### config.mk
export PLATFORM = sky130hd
export DESIGN_NAME = svfenv_ctrl
export DESIGN_NICKNAME = d
export VERILOG_FILES = /design/src/svfenv_pkg.sv /design/src/svfenv_ctrl.sv
export SDC_FILE = /design/constraint.sdc
export NUM_CORES = 1
export LEC_CHECK = 0
export BUFFER_PORTS_ARGS = -buffer_cell sky130_fd_sc_hd__buf_2
export CELL_PAD_IN_SITES_DETAIL_PLACEMENT = 1
export CELL_PAD_IN_SITES_GLOBAL_PLACEMENT = 1
export CORE_UTILIZATION = 40
export DETAILED_ROUTE_END_ITERATION = 12
export PLACE_DENSITY_LB_ADDON = 0.08
export SLEW_MARGIN = 20
export SYNTH_ARGS = -nofsm -noshare
export SYNTH_HDL_FRONTEND = slang
export SYNTH_SLANG_ARGS = --single-unit
### constraint.sdc
create_clock -name clock -period 3.05 [get_ports clock]
set_clock_uncertainty 0.05 [all_clocks]
set_input_delay 0.61 -clock clock [delete_from_list [all_inputs] [get_ports clock]]
set_output_delay 0.61 -clock clock [all_outputs]
set_load 0.01 [all_outputs]
### src/svfenv_pkg.sv
// Shared types, step codes and constants of the state-variable filter with envelope.
`timescale 1ns / 1ps

package svfenv_pkg;

   // Default audio sample rate in hertz.
   localparam int SAMPLE_RATE_DEF = 48000;

   // Operation codes carried in the request tuser field.
   localparam logic [1:0] OP_SAMPLE  = 2'd0;
   localparam logic [1:0] OP_TRIGGER = 2'd1;
   localparam logic [1:0] OP_RELEASE = 2'd2;

   // Datapath step codes issued by the controller.
   localparam int STEP_W = 5;
   localparam logic [STEP_W-1:0] STEP_NONE = 5'd0;
   localparam logic [STEP_W-1:0] STEP_LOAD = 5'd1;
   localparam logic [STEP_W-1:0] STEP_TRIG = 5'd2;
   localparam logic [STEP_W-1:0] STEP_REL  = 5'd3;
   localparam logic [STEP_W-1:0] STEP_ENV  = 5'd4;
   localparam logic [STEP_W-1:0] STEP_MOD  = 5'd5;
   localparam logic [STEP_W-1:0] STEP_FC   = 5'd6;
   localparam logic [STEP_W-1:0] STEP_PH   = 5'd7;
   localparam logic [STEP_W-1:0] STEP_Y    = 5'd8;
   localparam logic [STEP_W-1:0] STEP_Y2   = 5'd9;
   localparam logic [STEP_W-1:0] STEP_Y2S  = 5'd10;
   localparam logic [STEP_W-1:0] STEP_TA   = 5'd11;
   localparam logic [STEP_W-1:0] STEP_TB   = 5'd12;
   localparam logic [STEP_W-1:0] STEP_TC   = 5'd13;
   localparam logic [STEP_W-1:0] STEP_TD   = 5'd14;
   localparam logic [STEP_W-1:0] STEP_SIN  = 5'd15;
   localparam logic [STEP_W-1:0] STEP_SF   = 5'd16;
   localparam logic [STEP_W-1:0] STEP_HP   = 5'd17;
   localparam logic [STEP_W-1:0] STEP_HPS  = 5'd18;
   localparam logic [STEP_W-1:0] STEP_BP   = 5'd19;
   localparam logic [STEP_W-1:0] STEP_BPS  = 5'd20;
   localparam logic [STEP_W-1:0] STEP_LP   = 5'd21;
   localparam logic [STEP_W-1:0] STEP_LPS  = 5'd22;

   // Sine polynomial: five Horner terms with their divisors and scaled reciprocals.
   localparam int TERMS  = 5;
   localparam int ITER_W = 3;
   localparam logic [6:0] TAYLOR_DIV [TERMS] = '{7'd110, 7'd72, 7'd42, 7'd20, 7'd6};
   localparam logic [29:0] TAYLOR_RECIP [TERMS] = '{
      30'((64'd1 << 32) / 64'd110), 30'((64'd1 << 32) / 64'd72),
      30'((64'd1 << 32) / 64'd42), 30'((64'd1 << 32) / 64'd20),
      30'((64'd1 << 32) / 64'd6)};

   // Divider dividend and quotient width.
   localparam int DVD_W = 40;

   // Control from the controller to the datapath.
   typedef struct packed {
      logic [STEP_W-1:0] step;
      logic [ITER_W-1:0] iter;
   } svfenv_cmd_type;

   // Status from the datapath to the controller.
   typedef struct packed {
      logic div_busy;
      logic out_busy;
   } svfenv_stat_type;

endpackage

### src/svfenv_ctrl.sv
// Controller state machine that sequences one sample through the datapath.
`timescale 1ns / 1ps

module svfenv_ctrl (
   input  logic                        clock,
   input  logic                        reset,
   input  logic                        req_tvalid,
   input  logic [1:0]                  req_op,
   output logic                        req_tready,
   input  svfenv_pkg::svfenv_stat_type stat,
   output svfenv_pkg::svfenv_cmd_type  cmd
);

   localparam logic [4:0] S_IDLE = 5'd0;
   localparam logic [4:0] S_ENV  = 5'd1;
   localparam logic [4:0] S_MOD  = 5'd2;
   localparam logic [4:0] S_FC   = 5'd3;
   localparam logic [4:0] S_PHW  = 5'd4;
   localparam logic [4:0] S_Y    = 5'd5;
   localparam logic [4:0] S_Y2   = 5'd6;
   localparam logic [4:0] S_Y2S  = 5'd7;
   localparam logic [4:0] S_TA   = 5'd8;
   localparam logic [4:0] S_TB   = 5'd9;
   localparam logic [4:0] S_TC   = 5'd10;
   localparam logic [4:0] S_TD   = 5'd11;
   localparam logic [4:0] S_SIN  = 5'd12;
   localparam logic [4:0] S_SF   = 5'd13;
   localparam logic [4:0] S_QW   = 5'd14;
   localparam logic [4:0] S_HPS  = 5'd15;
   localparam logic [4:0] S_BP   = 5'd16;
   localparam logic [4:0] S_BPS  = 5'd17;
   localparam logic [4:0] S_LP   = 5'd18;
   localparam logic [4:0] S_LPS  = 5'd19;

   localparam logic [svfenv_pkg::ITER_W-1:0] ITER_LAST =
      svfenv_pkg::ITER_W'(svfenv_pkg::TERMS - 1);

   logic [4:0]                    state_ff, state_in;
   logic [svfenv_pkg::ITER_W-1:0] iter_ff, iter_in;
   logic [svfenv_pkg::STEP_W-1:0] step;

   // Next state and the step issued in the current state.
   always_comb begin
      state_in = state_ff;
      iter_in  = iter_ff;
      step     = svfenv_pkg::STEP_NONE;
      case (state_ff)
         S_IDLE: begin
            if (req_tvalid) begin
               case (req_op)
                  svfenv_pkg::OP_SAMPLE: begin
                     step     = svfenv_pkg::STEP_LOAD;
                     state_in = S_ENV;
                  end
                  svfenv_pkg::OP_TRIGGER: step = svfenv_pkg::STEP_TRIG;
                  svfenv_pkg::OP_RELEASE: step = svfenv_pkg::STEP_REL;
                  default: step = svfenv_pkg::STEP_NONE;
               endcase
            end
         end
         S_ENV: begin
            step     = svfenv_pkg::STEP_ENV;
            state_in = S_MOD;
         end
         S_MOD: begin
            step     = svfenv_pkg::STEP_MOD;
            state_in = S_FC;
         end
         S_FC: begin
            step     = svfenv_pkg::STEP_FC;
            state_in = S_PHW;
         end
         S_PHW: begin
            if (!stat.div_busy) begin
               step     = svfenv_pkg::STEP_PH;
               state_in = S_Y;
            end
         end
         S_Y: begin
            step     = svfenv_pkg::STEP_Y;
            state_in = S_Y2;
         end
         S_Y2: begin
            step     = svfenv_pkg::STEP_Y2;
            state_in = S_Y2S;
         end
         S_Y2S: begin
            step     = svfenv_pkg::STEP_Y2S;
            iter_in  = '0;
            state_in = S_TA;
         end
         S_TA: begin
            step     = svfenv_pkg::STEP_TA;
            state_in = S_TB;
         end
         S_TB: begin
            step     = svfenv_pkg::STEP_TB;
            state_in = S_TC;
         end
         S_TC: begin
            step     = svfenv_pkg::STEP_TC;
            state_in = S_TD;
         end
         S_TD: begin
            step = svfenv_pkg::STEP_TD;
            if (iter_ff == ITER_LAST) begin
               state_in = S_SIN;
            end else begin
               iter_in  = iter_ff + 1'b1;
               state_in = S_TA;
            end
         end
         S_SIN: begin
            step     = svfenv_pkg::STEP_SIN;
            state_in = S_SF;
         end
         S_SF: begin
            step     = svfenv_pkg::STEP_SF;
            state_in = S_QW;
         end
         S_QW: begin
            if (!stat.div_busy) begin
               step     = svfenv_pkg::STEP_HP;
               state_in = S_HPS;
            end
         end
         S_HPS: begin
            step     = svfenv_pkg::STEP_HPS;
            state_in = S_BP;
         end
         S_BP: begin
            step     = svfenv_pkg::STEP_BP;
            state_in = S_BPS;
         end
         S_BPS: begin
            step     = svfenv_pkg::STEP_BPS;
            state_in = S_LP;
         end
         S_LP: begin
            step     = svfenv_pkg::STEP_LP;
            state_in = S_LPS;
         end
         S_LPS: begin
            if (!stat.out_busy) begin
               step     = svfenv_pkg::STEP_LPS;
               state_in = S_IDLE;
            end
         end
         default: state_in = S_IDLE;
      endcase
   end

   // State registers.
   always_ff @(posedge clock) begin
      if (reset) begin
         state_ff <= S_IDLE;
         iter_ff  <= '0;
      end else begin
         state_ff <= state_in;
         iter_ff  <= iter_in;
      end
   end

   assign req_tready = (state_ff == S_IDLE);
   assign cmd.step   = step;
   assign cmd.iter   = iter_ff;

endmodule

* After elaboration in Yosys (flattened, before gate mapping) *
Index checks and enable logic that the tools add are counted.
Widths: inputs -> output; s select.

word-level totals
  register bits = 8
  latch bits = 0
  bits in writable memories = 0
  bits in read-only memories = 0
  input bits = 7
  output and inout port bits = 9
  logic and storage cells = 51
  memories = 0

operators by class
  add/sub/neg operators = 1
  multipliers = 0
  div/mod/pow operators = 0
  magnitude comparators = 0
  eq/ne operators = 28
  shift operators = 0
  mux-type cells = 15
  bitwise operators = 0
  reduce and logical (&&, ||, !) cells = 5

operator list
  operator             number
  $pmux 5 s20          2
  $eq 5x4->1 const B   8
  $mux 5               7
  $eq 5x3->1 const B   4
  $eq 5x5->1 const B   4
  $eq 5x2->1 const B   2
  $ne 2x2->1 const B   5
  $mux 3               3
  $pmux 2 s3           1
  $pmux 3 s2           1
  $eq 5x1->1 const B   1
  $logic_not 5->1      1
  $reduce_and 5->1     1
  $add 3x1->3 const B  1
  $eq 3x3->1 const B   1
  $eq 2x1->1 const B   1
  $eq 2x2->1 const B   1
  $logic_not 2->1      1
  $mux 2               1
  $ne 2x1->1 const B   1
  $reduce_and 2->1     1
  $reduce_bool 2->1    1

* Logic depth before layout (Yosys ltp) *
  depth in word-level cells = 4
  depth in mapped cells = 6
  mapped depth without buffers = 6

* Worst setup path before layout *
No wires, ideal clock.

  path type = in2out
  start point = in req_op[0]
  end point = out cmd[4] in the netlist's numbering
  arrival time = 1464 ps
  required time = 2390 ps
  slack = 926 ps
  cell stages on the path = 4
  path buffers = 0
  path through = inv_1 -> ha_1 -> a21oi_1 -> o311ai_0

RTL lines
  element          line               RTL
  start, declared  svfenv_ctrl.sv:8   input logic [1:0] req_op,
  end, declared    svfenv_ctrl.sv:11  output svfenv_pkg::svfenv_cmd_type cmd

==> results.md <==
- Run status: finished clean
- Post-route ant nets: 0
- Synth cell types: 36
- CTS Hold Bufs: 0
- CTS sink cnt: 8
- Worst path arrival time: 1.81 ns
- WS Path Type: reg2out
- Max Cap Violations: 0
- Worst min path class: reg2reg
- Clock Latency Late Sink: 0.26 ns
- Fillers: 206
- Multi-input gate area: 453 um2
- Crit Path Max Fanout: 18
- Num CTS Buffers: 3
- Rel. slew slack: 0.564
- Worst VDD drop: 224 uV
- Initial Utilization: 0.441
- Yosys top cell area share: 0.236
- Pin slew with the least headroom to its limit: 0.654 ns
- Clock buffer depth: 2
- Tmin final: 2.47 ns
- Primary FF master, synth: dfxtp_1
- Num rows: 14
- Syn_nets: 96
- Critical path required time: 2.39 ns
- DIE WIDTH: 43.2 um
- Post_cts resized: 0
- Syn avg cell area: 7.90 um2
- Max Clk Rate: 405 MHz
- Seq/Total Area, Yosys: 0.236
- Total Routed Length: 1.67 mm
- Final worst path period share: 0.810
- H-tree levels: 1
- Critical Path Sink Type: primary output
- # DRC: 0
- Postcts setup bufs: 0
- Gr usage total: 0.208
- Initial DRC Count: 4
- RSZ-0062 raised after global routing: false
- Input/output buffers: 15
- Grt total ovfl: 0
- DR pass1 iterations: 4
- Yosys reg bits: 8
- Io pins: 16
- Number of global-route vias before repair: 612
- Placer Congestion: 0.773
- Mapped Area: 679 um2
- Fraction of registers with async set/reset: 0
- Syn. warnings: 0
- Layout Area Growth over Synthesis: 10.9%
- Via/cell ratio: 5.88
- Final HPWL DP: 1.24 mm
- First-pass GRT wire length: 2.82 mm
- Final setup fails: 0
- Wire per inst: 14.8 um
- N_diodes: 0
- Antenna violations before repair: 0
- Die extent in y: 43.2 um
- CTS tree: yes
- Via count: 665
- Setup TNS: 0 ns
- Setup crit start kind: flip-flop
- Post-synth EDFFs: 0
- Post-synth top area cell: dfxtp_1
- Placed Cells: 110
- Area of the core: 1540 um2
- Slew Limit Fails: 0
- Pin count of the biggest net entering global routing: 19
- Fin. Hold Viols: 0
- Root Driver: clkbuf_4
- Non-Filler Instances: 113
- Leak Pwr: 0.000288 uW
- Clk slew on worst S/H paths: 0.05 ns
- Cell Pwr Density: 373 nW/um2
- Cells after Synth: 86
- Die area: 1870 um2
- Register Area: 160 um2
- # nets final: 109
- Layout cells sized above 1: 0.258
- Area contributors post-synth: dfxtp_1 24%, a21oi_1 5.9%, ha_1 5.5%, a2111oi_4 4.1%, nand2_1 3.9%
==> per-layer routing <==
metal	share of wire	routed length (um)	up-vias	global-route usage
li1	-	-	334	-
met1	0.46	765	307	0.264
met2	0.47	782	19	0.304
met3	0.046	77	5	0.0426
met4	0.026	44	0	0.152
met5	0	0	-	0
==> area by class of cell <==
| cell class | instances | share of cell area |
|---|---|---|
| Inverter | 6 | 0.0299 |
| Timing Repair Buffer | 15 | 0.0997 |
| Sequential cell | 8 | 0.213 |
| Clock buffer | 3 | 0.0299 |
| Multi-Input combinational cell | 65 | 0.601 |
| Tap cell | 16 | 0.0266 |
==> critical path, cell delays in order (launching register included) <==
cell      delay (ns)
dfxtp_1         0.74
a21oi_1         0.18
a22oi_1         0.30
o311ai_0        0.17
buf_2           0.17
==> sequential cells by signal, summed over array words and instances, names as in the netlist <==
| register | cells |
|---|---|
| iter_ff | 3 |
| state_ff | 5 |
==> where the power goes <==
part	leakage [uW]	total, uW	internal (uW)	switching, uW
Combinational	0.000210	74.3	37.3	37.0
Clock	0.0000138	86.3	45.4	40.9
Sequential	0.0000648	120	109	11.8
Total	0.000288	281	191	89.7
==> cells in the final DEF (no fill, tap or decap), types with 3 or more instances in the layout <==
| cell type | netlist | routed |
|---|---|---|
| nor3_1 | 3 | 3 |
| nand3_1 | 5 | 5 |
| dfxtp_1 | 8 | 8 |
| nor2_1 | 5 | 5 |
| ha_1 | 3 | 3 |
| a21oi_1 | 8 | 8 |
| inv_1 | 6 | 6 |
| clkbuf_4 | 0 | 3 |
| nand2_1 | 7 | 7 |
| buf_2 | 2 | 15 |
==> final timing paths <==
kind	startpoint	end	slack, ns	cells after the start
max reg2reg	iter_ff[0]	iter_ff[2]	1.28	6
max	state_ff[4]	cmd[4]	0.58	4
min reg2reg	iter_ff[1]	iter_ff[1]	0.46	2
min	iter_ff[1]	iter_ff[1]	0.46	2
==> synth_stat cells (all sizes together), types with 2 or more instances <==
library cell / count
a21oi: 8
buf: 7
nand2b: 2
a2111oi: 2
nor3: 3
xnor2: 2
nor2: 5
dfxtp: 8
nand2: 8
mux2i: 2
inv: 6
nor2b: 2
nor4b: 2
a211o: 2
ha: 3
a211oi: 2
mux2: 2
o21ai: 2
o31ai: 2
nand3: 5
==> logic make-up after synthesis <==
group | share of synthesized area
AND/OR/NAND/NOR | 0.262
multiplexers | 0.0626
adder cells (fa/ha/maj) | 0.0553
flip-flops | 0.236
buffers and inverters | 0.0976
XOR/XNOR | 0.0258
AO/OA/AOI/OAI | 0.262
==> stage by stage <==
step | setup WS [ns] | area [um2] | hold slack (ns) | utilization | total power (uW)
6_report | 0.580 | 753 | 0.465 | 0.489 | 281
5_1_grt | 0.447 | 753 | 0.523 | 0.489 | 298
4_1_cts | 0.586 | 753 | 0.476 | 0.489 | 286
3_5_place_dp | 0.868 | 731 | 0.461 | 0.474 | 198
3_3_place_gp | 0.889 | 731 | 0.445 | 0.474 | 196
2_1_floorplan | 0.926 | 679 | 0.470 | - | 178
(Power assumes the default switching activity.)
